[config.mk]
export PLATFORM = sky130hd
export DESIGN_NAME = rgb_to_hsl_converter_core
export DESIGN_NICKNAME = d
export VERILOG_FILES = /design/src/rtl/rgbhsl_pkg.sv /design/src/rtl/rgb_to_hsl_converter_core.sv
export SDC_FILE = /design/constraint.sdc
export NUM_CORES = 1
export LEC_CHECK = 0
export BUFFER_PORTS_ARGS = -buffer_cell sky130_fd_sc_hd__buf_2
export CELL_PAD_IN_SITES_DETAIL_PLACEMENT = 0
export CELL_PAD_IN_SITES_GLOBAL_PLACEMENT = 2
export CORE_MARGIN = 5
export CORE_UTILIZATION = 41
export CTS_CLUSTER_DIAMETER = 200
export DETAILED_ROUTE_END_ITERATION = 6
export GPL_TIMING_DRIVEN = 0
export PLACE_DENSITY = 0.76
export SLEW_MARGIN = 20
export SYNTH_ARGS = -nofsm -noshare
export SYNTH_HDL_FRONTEND = slang
export SYNTH_SLANG_ARGS = --single-unit
[constraint.sdc]
create_clock -name clk -period 5.7 [get_ports clk]
set_clock_uncertainty 0.15 [all_clocks]
set_input_delay 0 -clock clk [delete_from_list [all_inputs] [get_ports clk]]
set_output_delay 0 -clock clk [all_outputs]
set_load 0.1 [all_outputs]
[src/rtl/rgbhsl_pkg.sv]
`timescale 1ns / 1ps
`default_nettype none

package rgbhsl_pkg;

  localparam int unsigned CH_W      = 8;
  localparam int unsigned OUT_W     = 16;
  localparam int unsigned SUM_W     = CH_W + 1;
  localparam int unsigned HDIV_W    = CH_W + 3;
  localparam int unsigned QUOT_W    = 16;
  localparam int unsigned DIV_STEPS = 2;

  localparam logic [OUT_W-1:0] OUT_MAX = {OUT_W{1'b1}};

  typedef enum logic [1:0] {
    SEG_RED,
    SEG_RED_WRAP,
    SEG_GREEN,
    SEG_BLUE
  } seg_t;

endpackage

`default_nettype wire

[src/rtl/rgb_to_hsl_converter_core.sv]
`timescale 1ns / 1ps
`default_nettype none

// RGB to HSL converter, unsigned 0.16 fixed point outputs.
// Request channel: red/green/blue are taken at a rising edge with start high
// and busy low. busy is only high while reset is in progress, so a new pixel
// may be issued on every clock.
// Result channel: hue/saturation/lightness are valid for exactly one cycle
// while done is high; there is no back-pressure from the receiver.
// Throughput is one pixel per clock.
// Pipeline: channel max/min and segment select, then numerator, divisor and
// lightness, then 16/DIV_STEPS restoring-division stages that produce
// DIV_STEPS bits of the hue and saturation fractions each, then the output
// register with grey/full-scale overrides.
// Reset clears every valid bit; requests in flight are dropped.
module rgb_to_hsl_converter_core
  import rgbhsl_pkg::*;
#(
  parameter int unsigned DIV_STEPS_P = DIV_STEPS
) (
  input  wire logic             clk,
  input  wire logic             rst,
  input  wire logic             start,
  output logic                  busy,
  input  wire logic [CH_W-1:0]  red,
  input  wire logic [CH_W-1:0]  green,
  input  wire logic [CH_W-1:0]  blue,
  output logic                  done,
  output logic [OUT_W-1:0]      hue,
  output logic [OUT_W-1:0]      saturation,
  output logic [OUT_W-1:0]      lightness
);

  localparam int unsigned NSTAGE = QUOT_W / DIV_STEPS_P;

  logic in_acc;
  assign in_acc = start && !busy;

  always_ff @(posedge clk) begin
    busy <= rst;
  end

  // stage 1: max/min and segment
  logic            s1_valid;
  logic [CH_W-1:0] s1_r, s1_g, s1_b, s1_mx, s1_mn;
  seg_t            s1_seg;
  logic [CH_W-1:0] mx_next, mn_next;
  seg_t            seg_next;

  always_comb begin
    mx_next = red;
    mn_next = red;
    if (green > mx_next) mx_next = green;
    if (blue > mx_next) mx_next = blue;
    if (green < mn_next) mn_next = green;
    if (blue < mn_next) mn_next = blue;
    if (mx_next == red) begin
      seg_next = (green < blue) ? SEG_RED_WRAP : SEG_RED;
    end else if (mx_next == green) begin
      seg_next = SEG_GREEN;
    end else begin
      seg_next = SEG_BLUE;
    end
  end

  always_ff @(posedge clk) begin
    if (rst) begin
      s1_valid <= 1'b0;
    end else begin
      s1_valid <= in_acc;
    end
    s1_r   <= red;
    s1_g   <= green;
    s1_b   <= blue;
    s1_mx  <= mx_next;
    s1_mn  <= mn_next;
    s1_seg <= seg_next;
  end

  // stage 2: operands
  logic [CH_W-1:0]   d;
  logic [SUM_W-1:0]  sm;
  logic [CH_W-1:0]   den;
  logic [HDIV_W-1:0] segd, hdiv_next;
  logic signed [HDIV_W:0] n_s, num_s;
  logic [OUT_W-1:0]  ly;
  logic [OUT_W:0]    lq, lsum;
  logic [OUT_W-1:0]  light_next;

  always_comb begin
    d  = s1_mx - s1_mn;
    sm = {1'b0, s1_mx} + {1'b0, s1_mn};
    if (sm <= SUM_W'(255)) begin
      den = sm[CH_W-1:0];
    end else begin
      den = CH_W'(SUM_W'(510) - sm);
    end
    hdiv_next = {1'b0, d, 2'b00} + {2'b00, d, 1'b0};
    case (s1_seg)
      SEG_RED: begin
        segd = '0;
        n_s  = $signed({4'b0, s1_g}) - $signed({4'b0, s1_b});
      end
      SEG_RED_WRAP: begin
        segd = hdiv_next;
        n_s  = $signed({4'b0, s1_g}) - $signed({4'b0, s1_b});
      end
      SEG_GREEN: begin
        segd = {2'b00, d, 1'b0};
        n_s  = $signed({4'b0, s1_b}) - $signed({4'b0, s1_r});
      end
      SEG_BLUE: begin
        segd = {1'b0, d, 2'b00};
        n_s  = $signed({4'b0, s1_r}) - $signed({4'b0, s1_g});
      end
      default: begin
        segd = '0;
        n_s  = '0;
      end
    endcase
    num_s = $signed({1'b0, segd}) + n_s;
    // sm*32768/255 = 128*sm + floor(128*sm/255)
    ly   = {sm, 7'b0};
    lq   = ({1'b0, ly} + {9'b0, ly[OUT_W-1:8]} + (OUT_W+1)'(1)) >> 8;
    lsum = {1'b0, ly} + lq;
    light_next = lsum[OUT_W] ? OUT_MAX : lsum[OUT_W-1:0];
  end

  logic [NSTAGE:0]   v;
  logic [HDIV_W-1:0] hrem [0:NSTAGE];
  logic [HDIV_W-1:0] hdiv [0:NSTAGE];
  logic [QUOT_W-1:0] hq   [0:NSTAGE];
  logic [CH_W-1:0]   srem [0:NSTAGE];
  logic [CH_W-1:0]   sden [0:NSTAGE];
  logic [QUOT_W-1:0] sq   [0:NSTAGE];
  logic [NSTAGE:0]   grey;
  logic [NSTAGE:0]   full;
  logic [OUT_W-1:0]  light [0:NSTAGE];

  always_ff @(posedge clk) begin
    if (rst) begin
      v[0] <= 1'b0;
    end else begin
      v[0] <= s1_valid;
    end
    hrem[0]  <= num_s[HDIV_W-1:0];
    hdiv[0]  <= hdiv_next;
    hq[0]    <= '0;
    srem[0]  <= d;
    sden[0]  <= den;
    sq[0]    <= '0;
    grey[0]  <= (d == '0);
    full[0]  <= (d == den);
    light[0] <= light_next;
  end

  // restoring division stages, fractional quotient bits
  for (genvar k = 0; k < NSTAGE; k++) begin : g_div
    logic [HDIV_W-1:0]      hr;
    logic [CH_W-1:0]        sr;
    logic [DIV_STEPS_P-1:0] hb, sb;

    always_comb begin : c_step
      logic [HDIV_W:0] ht;
      logic [CH_W:0]   st;
      hr = hrem[k];
      sr = srem[k];
      hb = '0;
      sb = '0;
      for (int j = 0; j < DIV_STEPS_P; j++) begin
        ht = {hr, 1'b0};
        if (ht >= {1'b0, hdiv[k]}) begin
          hb[DIV_STEPS_P-1-j] = 1'b1;
          ht = ht - {1'b0, hdiv[k]};
        end
        hr = ht[HDIV_W-1:0];
        st = {sr, 1'b0};
        if (st >= {1'b0, sden[k]}) begin
          sb[DIV_STEPS_P-1-j] = 1'b1;
          st = st - {1'b0, sden[k]};
        end
        sr = st[CH_W-1:0];
      end
    end

    always_ff @(posedge clk) begin
      if (rst) begin
        v[k+1] <= 1'b0;
      end else begin
        v[k+1] <= v[k];
      end
      hrem[k+1]  <= hr;
      hdiv[k+1]  <= hdiv[k];
      hq[k+1]    <= {hq[k][QUOT_W-DIV_STEPS_P-1:0], hb};
      srem[k+1]  <= sr;
      sden[k+1]  <= sden[k];
      sq[k+1]    <= {sq[k][QUOT_W-DIV_STEPS_P-1:0], sb};
      grey[k+1]  <= grey[k];
      full[k+1]  <= full[k];
      light[k+1] <= light[k];
    end
  end

  // output register
  always_ff @(posedge clk) begin
    if (rst) begin
      done <= 1'b0;
    end else begin
      done <= v[NSTAGE];
    end
    lightness <= light[NSTAGE];
    if (grey[NSTAGE]) begin
      hue        <= '0;
      saturation <= '0;
    end else begin
      hue        <= hq[NSTAGE];
      saturation <= full[NSTAGE] ? OUT_MAX : sq[NSTAGE];
    end
  end

  localparam int unsigned LAT = NSTAGE + 3;

  a_done_from_request: assert property (@(posedge clk) disable iff (rst)
    done |-> $past(in_acc, LAT))
    else $error("result without matching request");

  a_hue_implies_sat: assert property (@(posedge clk) disable iff (rst)
    (done && hue != '0) |-> saturation != '0)
    else $error("nonzero hue on grey pixel");

  a_sat_implies_light: assert property (@(posedge clk) disable iff (rst)
    (done && saturation != '0) |-> lightness != '0)
    else $error("saturation on black pixel");

  a_busy_only_reset: assert property (@(posedge clk)
    busy |-> $past(rst))
    else $error("busy outside reset");

endmodule

`default_nettype wire

==> flow_summary.json, run 1 <==
{
  "num_vias": 22800,
  "design.die.area_um2": 85600,
  "fmax_mhz": 190,
  "synthAdderAreaFrac": 0.155,
  "critPathArrivalTime_ns": 5.60,
  "synthTopCellsByArea": "dfxtp_1 42%, ha_1 14%, mux2_2 6.0%",
  "crit_fanout": 10,
  "ys.flop_type": "dfxtp_1",
  "ys_ff_latch": 688,
  "rr_endpoint": "hrem[0][59]",
  "avgSynthCellArea_um2": 10.0,
  "postPlaceCellArea_um2": 34400,
  "tns_ns": 0,
  "routed_wire_length_per_instance_um": 15.7,
  "crit_type": "reg -> reg",
  "htree_levels": 3,
  "syn-cell-area_um2": 32700,
  "hold_viol": 0,
  "clockBufferDepth": 3,
  "cts_tree": "yes",
  "clkTransAtPathRegs_ns": 0.06,
  "grt_use_met3": 0.0253,
  "synthCells": 3265,
  "drt_iter0_drc": 889,
  "worstSkewPairLatency_ns": 0.64,
  "reg2reg_from": "hdiv[0][46]",
  "yosys.area.top_type": "dfxtp_1",
  "whs_ns": 0.0645,
  "yosys_warnings": 0,
  "portBuffers": 76,
  "seq_area_frac_synth": 0.421,
  "core_um2": 79000,
  "fp-row-count": 103,
  "layout_common_cells": "687 x dfxtp_1, 366 x ha_1, 299 x inv_1",
  "grt_max_degree": 16,
  "worstHoldStart": "start",
  "worst_pin_slew_ns": 1.15,
  "cts_sinks": 688,
  "end_kind": "flip-flop",
  "status": "finished clean",
  "fin_crit_ns": 5.27,
  "firstDrtPassIters": 5,
  "initial_core_util": 0.414,
  "root_buffer": "clkbuf_16",
  "grt_pass1_wl_um": 119000,
  "synth_top_area_share": 0.421,
  "cts_made_buffers": 75,
  "setup_viol_count_final": 0,
  "fin_nets": 3889,
  "r2r_setup_slack_ns": 0.43,
  "whs_path_depth": 3,
  "place_hpwl_um": 56500,
  "pin_count": 77,
  "slew_viol_final": 0,
  "drt_wl_total_um": 72000,
  "synth_compound_area_frac": 0.131,
  "synth.area.mux_share": 0.0785,
  "die_w_um": 292,
  "period_share": 0.924,
  "hp-class": "in -> reg",
  "synth_edf_count": 0,
  "grt_pass1_vias": 23500,
  "drive_gt1_frac": 0.135,
  "slew_headroom": 0.231,
  "holdPathEnd": "s1_valid",
  "rsz0062_at_grt": "false",
  "rr_worst_depth": 20,
  "final_common_cell": "dfxtp_1",
  "worstPathRequired_ns": 6.03,
  "drc": 0,
  "design_area_um2": 37800,
  "overflow": 0,
  "worst_setup_path_start_kind": "flip-flop",
  "grt_util_met1": 0.219,
  "globalplace.congestion": 0.837,
  "area_delta_synth_final_pct": 15.5,
  "async_flop_share": 0,
  "grt_use_total": 0.166,
  "yosys.area_share.simple": 0.108,
  "ant_nets": 0,
  "synth_top_family_by_area": "adder cells",
  "grt_antenna_before_repair": 1,
  "ys_types": 93,
  "viasPerCell": 4.97,
  "synth_fp_nets": 3683,
  "drv_cap": 0,
  "synth-xor-area-share": 0.0657,
  "gr-max-usage-layer": "met2",
  "fin_util": 0.479,
  "use_met2": 0.283,
  "die_height_um": 292
}
[synthesized netlist by cell type (all sizes together) (40+ instances only)]
master,number
nand2b,42
a21o,78
nor2b,107
nor2,237
nand2,102
o21ai,164
mux2,185
xor2,71
inv,304
ha,366
xnor2,171
a21oi,210
o21a,40
nor3,62
dfxtp,688
mux2i,48
[critical path, stage by stage (launching register included)]
cell      delay (ns)
dfxtp_1         0.42
inv_1           0.10
ha_1            0.30
nor2b_1         0.13
o21a_1          0.19
o21ai_1         0.23
a21oi_1         0.15
a31oi_1         0.33
o21ai_1         0.23
clkbuf_2        0.27
and2_1          0.21
ha_1            0.29
nor2b_1         0.13
o21ai_0         0.25
a21boi_1        0.12
o21ai_0         0.32
a21oi_1         0.16
a31o_2          0.29
and2_1          0.19
nor2_4          0.28
mux2_2          0.38
[timing repair]
action | 4_1_cts | 5_1_grt
endpoints found under the hold margin | 54 | 0
setup buffers | 0 | 3
resized for setup | 0 | 7
hold buffers | 51 | 0
setup endpoints to repair | 0 | 37
[layout make-up]
cell class,instances,area [um2]
Sequential cell,688,13800
Clock buffer,94,2080
Tap cell,1050,1310
Inverter,305,1140
Timing Repair Buffer,130,913
Fill cell,7313,41200
Buffer,40,203
Clock inverter,44,763
Multi-Input combinational cell,2231,17600
Antenna cell,1,2.50
[routing by layer]
| layer | up-vias | part of all wire |
|---|---|---|
| met3 | 101 | 0.034 |
| met1 | 10700 | 0.48 |
| met2 | 315 | 0.47 |
| met5 | - | 0 |
| met4 | 0 | 0.021 |
| li1 | 11700 | - |
[state kept, by name, summed over array words and instances, names as in the netlist, 8 cells and up]
name / cells
hq: 72
srem: 64
hue: 16
s1_mx: 8
s1_mn: 8
light: 144
grey: 9
hrem: 81
s1_g: 8
sden: 56
hdiv: 79
saturation: 16
s1_b: 8
full: 9
sq: 72
v: 9
s1_r: 8
lightness: 16
[through the flow]
stage	worst slack, ns	cells
finish	0.434	4583
global route	0.0335	4582
CTS	0.118	4580
detailed placement	0.108	4391
global placement	0.217	4391
floorplan	1.15	3265
[cell families (layout without fill, tap and decap cells)]
group,count (synthesis),count (layout)
and+or+nand+nor,700,700
DFF,688,688
AOI/OAI and AO/OA,665,665
adders and majority gates,391,391
buffers and inverters,346,613
xor gates and xnor gates,242,242
muxes,233,233
other,0,1
[worst max path at each step]
| stage | start | endpoint | cells past startpoint |
|---|---|---|---|
| after CTS | sden[0][33] | srem[0][42] | 19 |
| final | hdiv[0][46] | hrem[0][59] | 20 |
| after global placement | sden[0][33] | srem[0][43] | 19 |
| after detailed placement | sden[0][33] | srem[0][43] | 19 |
| after global routing | s1_mx[0] | hrem[0][10] | 18 |
| after floorplan | sden[0][33] | srem[0][41] | 19 |
Power of run 1 is not shown: default switching activity piles up to over one toggle a cycle in this logic, so the estimate is an artifact.
==> run 2: changes to the inputs <==
Settings changed: ABC_AREA set to 1, CELL_PAD_IN_SITES_DETAIL_PLACEMENT 0 to 1, CORE_UTILIZATION 41 to 39, PLACE_DENSITY 0.76 to 0.77.
==> flow_summary.json, run 2 <==
{
  "synth_top_area_share": 0.416,
  "cts_sinks": 688,
  "drt_iter0_drc": 840,
  "slew_headroom": 0.520,
  "hold_viol": 0,
  "layout_common_cells": "807 x nand2_1, 688 x dfxtp_1, 501 x inv_1",
  "globalplace.congestion": 0.803,
  "yosys.area.top_type": "dfxtp_1",
  "die_w_um": 301,
  "post-synth-top-count-cell": "nand2_1",
  "crit_fanout": 6,
  "routed_wire_length_per_instance_um": 15.7,
  "clkTransAtPathRegs_ns": 0.06,
  "worstPathRequired_ns": 6.16,
  "post_cts_buffers": 0,
  "worst_pin_slew_ns": 0.717,
  "fp-row-count": 107,
  "design.die.area_um2": 90900,
  "design_area_um2": 38200,
  "ys_ff_latch": 688,
  "seq_area_frac_synth": 0.416,
  "tns_ns": 0,
  "synthTopCellsByCount": "807 x nand2_1, 688 x dfxtp_1, 501 x inv_1",
  "postPlaceCellArea_um2": 34900,
  "hp-class": "in -> reg",
  "pin_count": 77,
  "core_um2": 84700,
  "crit_path_frequent_cell": "inv_1",
  "drc": 0,
  "ys.flop_type": "dfxtp_1",
  "area_delta_synth_final_pct": 15.3,
  "yosys_warnings": 0,
  "grt_use_total": 0.188,
  "avgSynthCellArea_um2": 8.27,
  "htree_levels": 3,
  "path_cells": "inv_1, ha_1, inv_1, fa_1, xor2_1, inv_1, ha_1, a21oi_1, nand2_1, nand2_1, o21ai_1, or2_2, a31o_2, ha_1, inv_1, nor3_1, nand3_1, o2111ai_1, xor2_1, nand3b_1, nand2_1, inv_1",
  "grt_pass1_vias": 27100,
  "syn-cell-area_um2": 33100,
  "critPathArrivalTime_ns": 5.23,
  "firstDrtPassIters": 5,
  "crit_path_top_delay_cell": "xor2_1",
  "setup_viol_count_final": 0,
  "cts_made_buffers": 78,
  "num_vias": 25900,
  "ys_types": 67,
  "fin_nets": 4633,
  "crit_type": "reg -> reg",
  "synth_edf_count": 0,
  "slew_viol_final": 0,
  "cp_num_buf_inv": 5,
  "period_share": 0.838,
  "max_stage_delay_ns": 0.59,
  "largest_reg_flops": 144,
  "rsz0062_at_grt": "false",
  "drt_wl_total_um": 85200,
  "status": "finished clean",
  "overflow": 0,
  "ant_nets": 0,
  "place_hpwl_um": 68100,
  "fin_crit_ns": 4.78,
  "worstSkewPairLatency_ns": 0.66,
  "viasPerCell": 4.77,
  "portBuffers": 76,
  "drv_cap": 0,
  "reg_top3": "light (144), hrem (81), hdiv (79)",
  "reg2reg_from": "s1_mx[0]",
  "fmax_mhz": 209,
  "async_flop_share": 0,
  "worstHoldStart": "blue[3]",
  "grt_max_degree": 16,
  "final_common_cell": "nand2_1",
  "synth_fp_nets": 4425,
  "synthTopCellsByArea": "dfxtp_1 42%, ha_1 14%, nand2_1 9.1%",
  "end_kind": "flip-flop",
  "cts_resized": 0,
  "initial_core_util": 0.391,
  "worst_setup_path_start_kind": "flip-flop",
  "insertedDiodeCount": 0,
  "cp_top_family": "adder cells",
  "clockBufferDepth": 3,
  "drive_gt1_frac": 0.0827,
  "crit_start": "s1_mx[0]",
  "synthCells": 4007,
  "grt_pass1_wl_um": 140000,
  "top_register": "light",
  "grt_antenna_before_repair": 3,
  "cts_tree": "yes",
  "die_height_um": 301,
  "root_buffer": "clkbuf_16"
}
-- run 2: changes by cell type after synthesis, moves of 33 or more --
cell | previous run | this run
xnor2_1 | 169 | 77
o21a_1 | 40 | 7
nor2b_1 | 106 | 0
inv_1 | 299 | 501
mux2i_1 | 47 | 0
mux2_2 | 174 | 1
nor2_1 | 233 | 267
xor2_1 | 69 | 141
a21oi_1 | 207 | 301
nand3_1 | 20 | 235
nand2b_1 | 42 | 0
nand2_1 | 101 | 807
a21o_1 | 78 | 16
o21ai_0 | 133 | 189
-- run 2: path summary, 6_finish.rpt --
| path | endpoint | slack (ns) | cells after the start |
|---|---|---|---|
| hold reg to reg | hq[8][10] | 0.15 | 0 |
| setup / recovery | hrem[0][10] | 0.92 | 22 |
| setup reg to reg | hrem[0][10] | 0.92 | 22 |
| hold / removal | s1_mn[3] | 0.13 | 4 |
-- run 2: logic make-up (layout without fill, tap and decap cells) --
logic type,count (synthesis),after routing,share of synthesized area
buffers and inverters,569,840,0.0686
DFF,688,688,0.416
xor gates and xnor gates,219,219,0.0581
adders and majority gates,391,391,0.153
and+or+nand+nor,1467,1467,0.189
AOI/OAI and AO/OA,672,672,0.115
muxes,1,1,0.000340
-- run 2: final cells by class --
cell class	count	area, um2
Clock inverter	52	684
Buffer	50	308
Tap cell	1144	1430
Clock buffer	91	2060
Timing Repair Buffer	128	901
Inverter	519	1970
Multi-Input combinational cell	2750	17100
Sequential cell	688	13800
Fill cell	10100	46500
-- run 2: worst register-to-register path: stages (launching register included) --
cell	delay, ns
dfxtp_1	0.32
inv_1	0.06
ha_1	0.14
inv_1	0.06
fa_1	0.41
xor2_1	0.59
inv_1	0.26
ha_1	0.41
a21oi_1	0.17
nand2_1	0.10
nand2_1	0.08
o21ai_1	0.11
or2_2	0.30
a31o_2	0.23
ha_1	0.30
inv_1	0.08
nor3_1	0.26
nand3_1	0.14
o2111ai_1	0.14
xor2_1	0.20
nand3b_1	0.13
nand2_1	0.07
inv_1	0.04
-- run 2: metal layers --
metal,vias up,GRT usage,wire length [um]
li1,13500,-,-
met1,12000,0.236,39900
met3,104,0.0257,2020
met4,0,0.0430,1610
met5,-,0,0
met2,199,0.341,41700
-- run 2: what timing repair did --
| item | 4_1_cts | 5_1_grt |
|---|---|---|
| hold buffers | 52 | 0 |
| setup endpoints to repair | 0 | 0 |
| endpoints found under the hold margin | 54 | 0 |
-- run 2: stage by stage --
| stage | utilization | instances | worst slack, ns | hold slack [ns] |
|---|---|---|---|---|
| floorplan | - | 4007 | 1.73 | -0.122 |
| global placement | 0.412 | 5227 | 0.942 | -0.00983 |
| detailed placement | 0.412 | 5227 | 0.905 | -0.00593 |
| CTS | 0.451 | 5422 | 0.888 | 0.0765 |
| global route | 0.451 | 5422 | 0.441 | 0.111 |
| finish | 0.451 | 5422 | 0.921 | 0.129 |
Power of run 2 is left out for the same reason.
==> run 3: changes to the inputs <==
Clock period 5.7 ns to 4.57 ns, I/O delays scaled along.
==> flow_summary.json, run 3 (synthesis results as in run 2) <==
{
  "reg_top3": "light (144), hrem (81), hdiv (79)",
  "fin_crit_ns": 4.26,
  "status": "finished clean",
  "use_met2": 0.342,
  "place_hpwl_um": 68100,
  "drive_gt1_frac": 0.106,
  "worstHoldStart": "blue[3]",
  "grt_antenna_before_repair": 3,
  "insertedDiodeCount": 0,
  "num_vias": 26100,
  "final_common_cell": "nand2_1",
  "drc": 0,
  "postPlaceCellArea_um2": 34900,
  "path_cells": "inv_1, ha_1, inv_1, fa_2, nand3_2, nand3_4, nand2_1, nand2_1, a21oi_4, xor2_4, ha_1, a21oi_2, nand3_1, nand3_1, nand2_1, ha_1, nand2_1, nor3_2, nand3_1, o2111ai_1, xor2_1, nand3b_1, nand2_1, inv_1",
  "slew_viol_final": 0,
  "worstPathRequired_ns": 5.03,
  "top_register": "light",
  "globalplace.congestion": 0.803,
  "drv_cap": 0,
  "routed_wire_length_per_instance_um": 15.8,
  "core_um2": 84700,
  "setup_viol_count_final": 0,
  "reg2reg_from": "s1_mx[0]",
  "worstSkewPairLatency_ns": 0.66,
  "grt_use_total": 0.188,
  "overflow": 0,
  "max_stage_delay_ns": 0.40,
  "viasPerCell": 4.79,
  "slew_headroom": 0.531,
  "drt_iter0_drc": 824,
  "worst_setup_path_start_kind": "flip-flop",
  "cts_tree": "yes",
  "design.die.area_um2": 90900,
  "fin_nets": 4662,
  "cts_sinks": 688,
  "die_height_um": 301,
  "clockBufferDepth": 3,
  "grt_pass1_wl_um": 140000,
  "ant_nets": 0,
  "portBuffers": 76,
  "whs_path_depth": 4,
  "period_share": 0.932,
  "grt_pass1_vias": 27100,
  "worst_pin_slew_ns": 0.703,
  "grt_max_degree": 16,
  "area_delta_synth_final_pct": 17.4,
  "r2r_setup_slack_ns": 0.31,
  "drt_wl_total_um": 86000,
  "hold_viol": 0,
  "fmax_mhz": 235,
  "crit_path_top_delay_cell": "fa_2",
  "grt_use_met3": 0.0257,
  "fp-row-count": 107,
  "hp-class": "in -> reg",
  "end_kind": "flip-flop",
  "firstDrtPassIters": 5,
  "grt_util_met1": 0.236,
  "holdPathEnd": "s1_mn[3]",
  "cts_made_buffers": 78,
  "layout_common_cells": "802 x nand2_1, 682 x dfxtp_1, 497 x inv_1",
  "rr_endpoint": "hrem[0][10]",
  "largest_reg_flops": 144,
  "clkTransAtPathRegs_ns": 0.06,
  "root_buffer": "clkbuf_16",
  "design_area_um2": 38900,
  "die_w_um": 301,
  "gr-max-usage-layer": "met2",
  "crit_fanout": 5,
  "initial_core_util": 0.391,
  "crit_type": "reg -> reg",
  "rr_worst_depth": 24,
  "htree_levels": 3,
  "crit_path_frequent_cell": "nand2_1",
  "pin_count": 77,
  "critPathArrivalTime_ns": 4.72
}
==> run 3: repair_timing <==
item	in CTS	in global routing
pin swaps	1	19
resized for setup	11	101
endpoints found under the hold margin	54	0
setup buffers	1	27
cloned	0	2
hold buffers	52	0
setup endpoints to repair	42	140
==> run 3: per-stage QoR <==
step | utilization | worst slack (ns) | hold slack [ns] | setup TNS (ns) | instances
after CTS | 0.452 | 0.00920 | 0.0765 | 0 | 5423
after floorplan | - | 0.600 | -0.122 | 0 | 4007
after global routing | 0.459 | -0.0259 | 0.111 | -0.0730 | 5451
final | 0.459 | 0.310 | 0.127 | 0 | 5451
after detailed placement | 0.412 | -0.225 | -0.00593 | -1.43 | 5227
after global placement | 0.412 | -0.188 | -0.00983 | -0.188 | 5227
==> run 3: routing by layer <==
| layer | share of wire | wire [um] |
|---|---|---|
| met2 | 0.49 | 42500 |
| met3 | 0.024 | 2020 |
| met5 | 0 | 0 |
| met4 | 0.018 | 1560 |
| met1 | 0.46 | 39900 |
==> run 3: final cells by class <==
class / instances / area (um2)
well taps: 1144 / 1430
clock inverters: 52 / 684
clock buffers: 91 / 2060
repair buffers: 156 / 1120
repair inverters: 2 / 12.5
multi-input cells: 2750 / 17500
flip-flops and latches: 688 / 13800
plain buffers: 49 / 334
inverters: 519 / 1980
fillers: 10100 / 45800
==> run 3: worst max-delay path, delay by kind of cell (launching register included) <==
family	cells	cell delay, ns
AOI/OAI and AO/OA	3	0.63
xor gates and xnor gates	2	0.46
adders and majority gates	4	1.20
buffers and inverters	3	0.16
DFF	1	0.32
and+or+nand+nor	12	1.30
==> run 3: worst max-delay path by stage <==
stage | from | end | slack [ns]
after CTS | hdiv[0][2] | hrem[0][20] | 0.009
after global placement | s1_mx[0] | hrem[0][10] | -0.19
after detailed placement | s1_mx[0] | hrem[0][10] | -0.22
final | s1_mx[0] | hrem[0][10] | 0.31
after floorplan | s1_mx[0] | hrem[0][10] | 0.60
after global routing | s1_mx[0] | light[0][11] | -0.03
Power of run 3 is left out for the same reason.
